==> config.mk <==
export PLATFORM = sky130hd
export DESIGN_NAME = bcd_running_product_core
export DESIGN_NICKNAME = d
export VERILOG_FILES = /design/src/hw/rtl/bcdrp_pkg.sv /design/src/hw/rtl/bcdrp_lane.sv /design/src/hw/rtl/bcd_running_product_core.sv
export SDC_FILE = /design/constraint.sdc
export NUM_CORES = 2
export LEC_CHECK = 0
export BUFFER_PORTS_ARGS = -buffer_cell sky130_fd_sc_hd__buf_2
export CORE_MARGIN = 2
export CORE_UTILIZATION = 61
export CTS_BUF_LIST = sky130_fd_sc_hd__clkbuf_8
export CTS_CLUSTER_SIZE = 10
export DETAILED_ROUTE_END_ITERATION = 10
export GPL_ROUTABILITY_DRIVEN = 0
export PLACE_DENSITY = 0.81
export SYNTH_ARGS = -nofsm -noshare
export SYNTH_HDL_FRONTEND = slang
export SYNTH_HIERARCHICAL = 1
export SYNTH_SLANG_ARGS = --single-unit
==> constraint.sdc <==
create_clock -name clk -period 8.5 [get_ports clk]
set_input_delay 1.7 -clock clk [delete_from_list [all_inputs] [get_ports clk]]
set_output_delay 1.7 -clock clk [all_outputs]
set_load 0.02 [all_outputs]
==> src/hw/rtl/bcdrp_pkg.sv <==
// Shared constants, types and helpers for the BCD running product block.
package bcdrp_pkg;

  localparam int unsigned NIBBLES = 16;
  localparam int unsigned COLS    = 2 * NIBBLES + 2;

  typedef enum logic [0:0] {
    OP_START = 1'b0,
    OP_MUL   = 1'b1
  } op_t;

  typedef enum logic [3:0] {
    ST_IDLE   = 4'b0001,
    ST_ROW    = 4'b0010,
    ST_SETTLE = 4'b0100,
    ST_DONE   = 4'b1000
  } state_t;

  // Quotient by ten for an 8-bit column value below 160 (4-bit result), by reciprocal multiply.
  function automatic logic [3:0] div10(input logic [7:0] x);
    logic [18:0] p;
    p = 19'(x) * 19'd205;
    return p[14:11];
  endfunction

endpackage

==> src/hw/rtl/bcdrp_lane.sv <==
// One column lane: keep the column digit, take the carry and one partial product.
module bcdrp_lane import bcdrp_pkg::*; (
  input  logic [7:0] col,
  input  logic [3:0] carry_in,
  input  logic [3:0] a_digit,
  input  logic [3:0] m_digit,
  input  logic       add_en,
  output logic [3:0] carry_out,
  output logic [7:0] col_nxt
);

  logic [7:0] prod;
  logic [3:0] rem;

  // Split the column into carry and kept digit
  assign carry_out = div10(col);
  assign rem       = 4'(col - 8'(carry_out) * 8'd10);
  assign prod      = add_en ? (8'(a_digit) * 8'(m_digit)) : 8'd0;
  assign col_nxt   = 8'(rem) + 8'(carry_in) + prod;

endmodule

==> src/hw/rtl/bcd_running_product_core.sv <==
// Top level: running BCD product with one lane per result column.
// Usage: in_valid/in_stall carry an item (operation, operand_bcd); out_valid/
// out_stall carry the result (product_bcd, digit_count, overflow).
// An item is taken only while the block is idle: in_stall is high from the
// cycle after acceptance until its result is loaded into the output register.
// A multiply item adds one operand-digit row per cycle across the column
// lanes, one row per operand digit, then a settle phase runs until no column
// holds a carry, then the columns are merged into the result as it loads
// into the output register. A start item skips the rows.
// The output register holds a finished result while out_stall is high; the
// next item can be accepted meanwhile, but its result waits for the register.
// Reset returns the accumulator to BCD one and clears the output valid flag.
module bcd_running_product_core import bcdrp_pkg::*; #(
  parameter int unsigned DIGITS = 16
) (
  input  logic        clk,
  input  logic        rst_n,
  input  logic        in_valid,
  output logic        in_stall,
  input  logic        in_operation,
  input  logic [63:0] in_operand_bcd,
  output logic        out_valid,
  input  logic        out_stall,
  output logic [63:0] out_product_bcd,
  output logic [4:0]  out_digit_count,
  output logic        out_overflow
);

  state_t            state_r;
  logic [3:0]        row_r;
  logic [63:0]       operand_r;
  logic [63:0]       acc_r;
  logic [4*COLS-1:0] a_sh_r;
  logic [7:0]        col_r   [COLS];
  logic [7:0]        col_nxt [COLS];
  logic [3:0]        carry   [COLS];
  logic [3:0]        m_digit;
  logic              add_en;
  logic              any_carry;
  logic              out_valid_r;
  logic [63:0]       prod_nxt;
  logic [4:0]        cnt_nxt;
  logic              ovf_nxt;
  logic              load_out;
  logic              accept;

  assign accept   = in_valid && !in_stall;
  assign in_stall = (state_r != ST_IDLE);
  assign m_digit  = operand_r[4*row_r +: 4];
  assign add_en   = (state_r == ST_ROW);
  assign load_out = (state_r == ST_DONE) && (!out_valid_r || !out_stall);

  // Column lanes
  for (genvar c = 0; c < COLS; c++) begin : g_lane
    bcdrp_lane u_lane (
      .col      (col_r[c]),
      .carry_in ((c == 0) ? 4'd0 : carry[(c == 0) ? 0 : c - 1]),
      .a_digit  (a_sh_r[4*c +: 4]),
      .m_digit  (m_digit),
      .add_en   (add_en),
      .carry_out(carry[c]),
      .col_nxt  (col_nxt[c])
    );
  end

  // Detect pending carries
  always_comb begin
    any_carry = 1'b0;
    for (int c = 0; c < COLS; c++) begin
      if (carry[c] != 4'd0) any_carry = 1'b1;
    end
  end

  // Merge columns into the result
  always_comb begin
    prod_nxt = '0;
    cnt_nxt  = '0;
    ovf_nxt  = 1'b0;
    for (int c = 0; c < COLS; c++) begin
      if (c < DIGITS) begin
        prod_nxt[4*c +: 4] = col_r[c][3:0];
        if (col_r[c] != 8'd0) cnt_nxt = 5'(c + 1);
      end else if (col_r[c] != 8'd0) begin
        ovf_nxt = 1'b1;
      end
    end
  end

  // Sequencer
  always_ff @(posedge clk) begin
    if (!rst_n) begin
      state_r <= ST_IDLE;
      acc_r   <= 64'd1;
      row_r   <= '0;
    end else begin
      case (state_r)
        ST_IDLE: begin
          if (accept) begin
            row_r <= '0;
            if (op_t'(in_operation) == OP_MUL) state_r <= ST_ROW;
            else                               state_r <= ST_SETTLE;
          end
        end
        ST_ROW: begin
          row_r <= row_r + 4'd1;
          if (row_r == 4'(NIBBLES - 1)) state_r <= ST_SETTLE;
        end
        ST_SETTLE: begin
          if (!any_carry) state_r <= ST_DONE;
        end
        ST_DONE: begin
          if (load_out) begin
            acc_r   <= prod_nxt;
            state_r <= ST_IDLE;
          end
        end
        default: state_r <= ST_IDLE;
      endcase
    end
  end

  // Column and shifted-multiplicand datapath
  always_ff @(posedge clk) begin
    if (accept) begin
      operand_r <= in_operand_bcd;
      a_sh_r    <= {{(4*COLS-64){1'b0}}, acc_r};
      for (int c = 0; c < COLS; c++) begin
        col_r[c] <= ((c == 0) && (op_t'(in_operation) == OP_START)) ? 8'd1 : 8'd0;
      end
    end else if (state_r == ST_ROW || state_r == ST_SETTLE) begin
      for (int c = 0; c < COLS; c++) col_r[c] <= col_nxt[c];
      if (state_r == ST_ROW) a_sh_r <= {a_sh_r[4*COLS-5:0], 4'd0};
    end
  end

  // Output register
  always_ff @(posedge clk) begin
    if (!rst_n) begin
      out_valid_r <= 1'b0;
    end else if (load_out) begin
      out_valid_r <= 1'b1;
    end else if (!out_stall) begin
      out_valid_r <= 1'b0;
    end
  end

  always_ff @(posedge clk) begin
    if (load_out) begin
      out_product_bcd <= prod_nxt;
      out_digit_count <= cnt_nxt;
      out_overflow    <= ovf_nxt;
    end
  end

  assign out_valid = out_valid_r;

endmodule

==> out/results.ini <==
[run_status]
status=complete, no violations

[route]
num_vias=62602
via_per_inst=5.76
ant_nets=0
drt_first_pass_iters=6
wl_mm=198
drt-initial-drc-count=3796
drc=0
avgRoutedWirePerCell_um=18.2

[clock_tree]
cts_buffers=114
holdBufCountCts=0
clk_pin_slew_ns=0.07
clk_path_buf_depth=3
clock-sinks=615
post_cts_buffers=0
clock_latency_ns=0.90
root_buffer=clkbuf_8
htreeDepth=3
ctsResizeCount=0
cts_tree=done

[floorplanning]
die_y_um=379
start_util=0.614
die_w_um=379
dieArea_sq_um=143000
pin_count=141
floorplan.core_area_sq_um=139000
core.rowCount=137

[placement]
place_hpwl_mm=154
portBuffers=140

[timing]
skew_ns=0.0886
grt_setup_unrepaired=no
timing.final.max_slew_violations=0
fin_crit_sh=0.866
timing.fmax_mhz=136
slew_headroom=0.227
tightest_slew_ns=1.16
fin_crit_ns=7.36
tns_ns=0
setup_viol=0
finalHoldViolCount=0

[synthesis]
ys_ff_latch=615
synth-main-ff-cell=edfxtp_1
yosys_warnings=6
synth_edf_count=470
synth_async_sr_flop_share=0
synth_cells=8702
postSynthAreaPerCell_sq_um=9.84
yosys.cell_types.count=90
yosysSeqAreaShare=0.199
syn-cell-area_sq_um=85600

[finish]
drive_gt1_frac=0.0571
synthToLayoutAreaGrowth_pct=6.41
nets=11601
final_core_util=0.654
fillers=10597

[worst_setup_path]
cp.required_ns=9.14
r2r_cells=26
crit_path_end=col_r[7][6]$_SDFFCE_PN0P_
cp_max_fo=7
rr_startpoint=col_r[7][2]$_SDFFCE_PN0P_
end_kind=register
r2r_end=col_r[7][6]$_SDFFCE_PN0P_
cp.arrival_ns=8.00
crit_path_start_kind=register
rrSetupSlack_ns=1.14
startpoint=col_r[7][2]$_SDFFCE_PN0P_
critPathKind=register to register

[min_path]
hold_class=register to register

[grt]
grt_pass1_wl_mm=329
antenna_found_initial=6
track_usage=0.282
grtUsageMet2=0.496
grt_busiest_layer=met2
grt-ovfl-total=0
use_met3=0.0407
grt_start_max_net_pins=170
first_global_vias=67107
met1_usage=0.346

[flow_run]
max_cap_viol_count=0

[logic make-up after synthesis]
logic type,synth area share
AOI/OAI and AO/OA,0.0831
xor gates and xnor gates,0.0628
adders and majority gates,0.447
buffers and inverters,0.0686
DFF,0.199
muxes,0.00561
other,0.0000438
and+or+nand+nor,0.134
[worst min path at each step]
stage	from	end	slack [ns]	cells after the start
after floorplan	acc_r[0]$_SDFFE_PN1P_	acc_r[0]$_SDFFE_PN1P_	0.43	2
after global placement	acc_r[28]$_SDFFE_PN0P_	acc_r[28]$_SDFFE_PN0P_	0.44	2
after detailed placement	acc_r[33]$_SDFFE_PN0P_	acc_r[33]$_SDFFE_PN0P_	0.45	2
after CTS	acc_r[26]$_SDFFE_PN0P_	acc_r[26]$_SDFFE_PN0P_	0.45	2
after global routing	acc_r[6]$_SDFFE_PN0P_	acc_r[6]$_SDFFE_PN0P_	0.47	2
final	acc_r[30]$_SDFFE_PN0P_	acc_r[30]$_SDFFE_PN0P_	0.45	2
[per-stage QoR]
step / hold WS, ns / area (sq um) / std cells / setup WS (ns)
after floorplan: 0.432 / 85600 / 8705 / 2.12
after global placement: 0.441 / 88500 / 10640 / 1.38
after detailed placement: 0.445 / 88500 / 10640 / 1.20
after CTS: 0.455 / 91100 / 10856 / 1.09
after global routing: 0.473 / 91100 / 10859 / 0.818
final: 0.453 / 91100 / 10860 / 1.14
[worst max-delay path, cell delays in order (launching register included)]
cell      delay, ns
edfxtp_1       0.58
ha_1           0.40
xor2_1         0.16
ha_1           0.32
fa_1           0.52
inv_1          0.06
fa_1           0.47
inv_1          0.04
ha_1           0.32
a211oi_1       0.22
nand2_1        0.11
o221ai_2       0.22
nand2b_1       0.12
xor2_1         0.71
ha_1           0.27
inv_1          0.06
fa_1           0.40
xor2_1         0.19
xnor3_1        0.26
fa_1           0.47
ha_1           0.33
a21oi_1        0.25
inv_1          0.08
a21oi_1        0.17
nor2_1         0.08
xnor2_1        0.16
and2_1         0.15
[metal layers]
| metal | share of wire | wire (um) |
|---|---|---|
| met3 | 0.054 | 10600 |
| met1 | 0.41 | 81600 |
| met2 | 0.50 | 97800 |
| met4 | 0.038 | 7450 |
| met5 | 0.00017 | 34 |
[sequential cells by signal (all words and copies together) (netlist names)]
register         count
col_r              272
a_sh_r             136
acc_r               64
operand_r           64
out_product_bcd     64
out_digit_count      5
row_r                4
state_r              4
out_overflow         1
out_valid            1
[layout make-up]
class	instances	area [sq um]	area share
timing repair buffer	166	958	0.0105
sequential	615	17000	0.187
antenna	4	10.0	0.000110
tap	1876	2350	0.0258
clock buffer	127	1750	0.0192
multi-input combinational	6543	62800	0.689
clock inverter	89	807	0.00886
inverter	1440	5430	0.0596
[placed cells by master (no fill, tap or decap), types with 93 or more instances in the layout]
cell / synthesis / layout
a21o_1: 165 / 165
a21oi_1: 356 / 356
and2_1: 617 / 617
buf_2: 48 / 140
clkbuf_8: 0 / 127
dfxtp_1: 145 / 145
edfxtp_1: 470 / 470
fa_1: 681 / 681
ha_1: 1971 / 1971
inv_1: 1437 / 1454
nand2_1: 873 / 869
nand3_1: 118 / 118
nor2_1: 180 / 180
nor4_1: 95 / 93
xnor2_1: 350 / 350
xor2_1: 230 / 230
[cells in the mapped netlist (all sizes together) (12+ instances only)]
master	number	area, sq um
a2111o	21	236
a211oi	15	128
a21boi	68	510
a21o	169	1270
a21oi	412	2300
a221oi	24	234
a41oi	22	193
and2	618	3870
and4	46	413
buf	54	267
clkbuf	53	200
dfxtp	145	2900
edfxtp	470	14100
fa	681	13600
ha	1971	24700
inv	1440	5410
mux4	20	450
nand2	873	3280
nand3	118	591
nand3b	20	150
nand4	65	407
nor2	180	676
nor2b	47	309
nor3	26	135
nor3b	38	285
nor4	97	619
nor4bb	12	120
o211ai	28	210
o21a	37	278
o21ai	138	811
o21bai	26	199
o22ai	24	150
o32ai	21	184
or3	23	144
xnor2	351	3080
xor2	236	2110
Power is not shown: default switching activity piles up to over one toggle a cycle in this logic, so the estimate is an artifact.
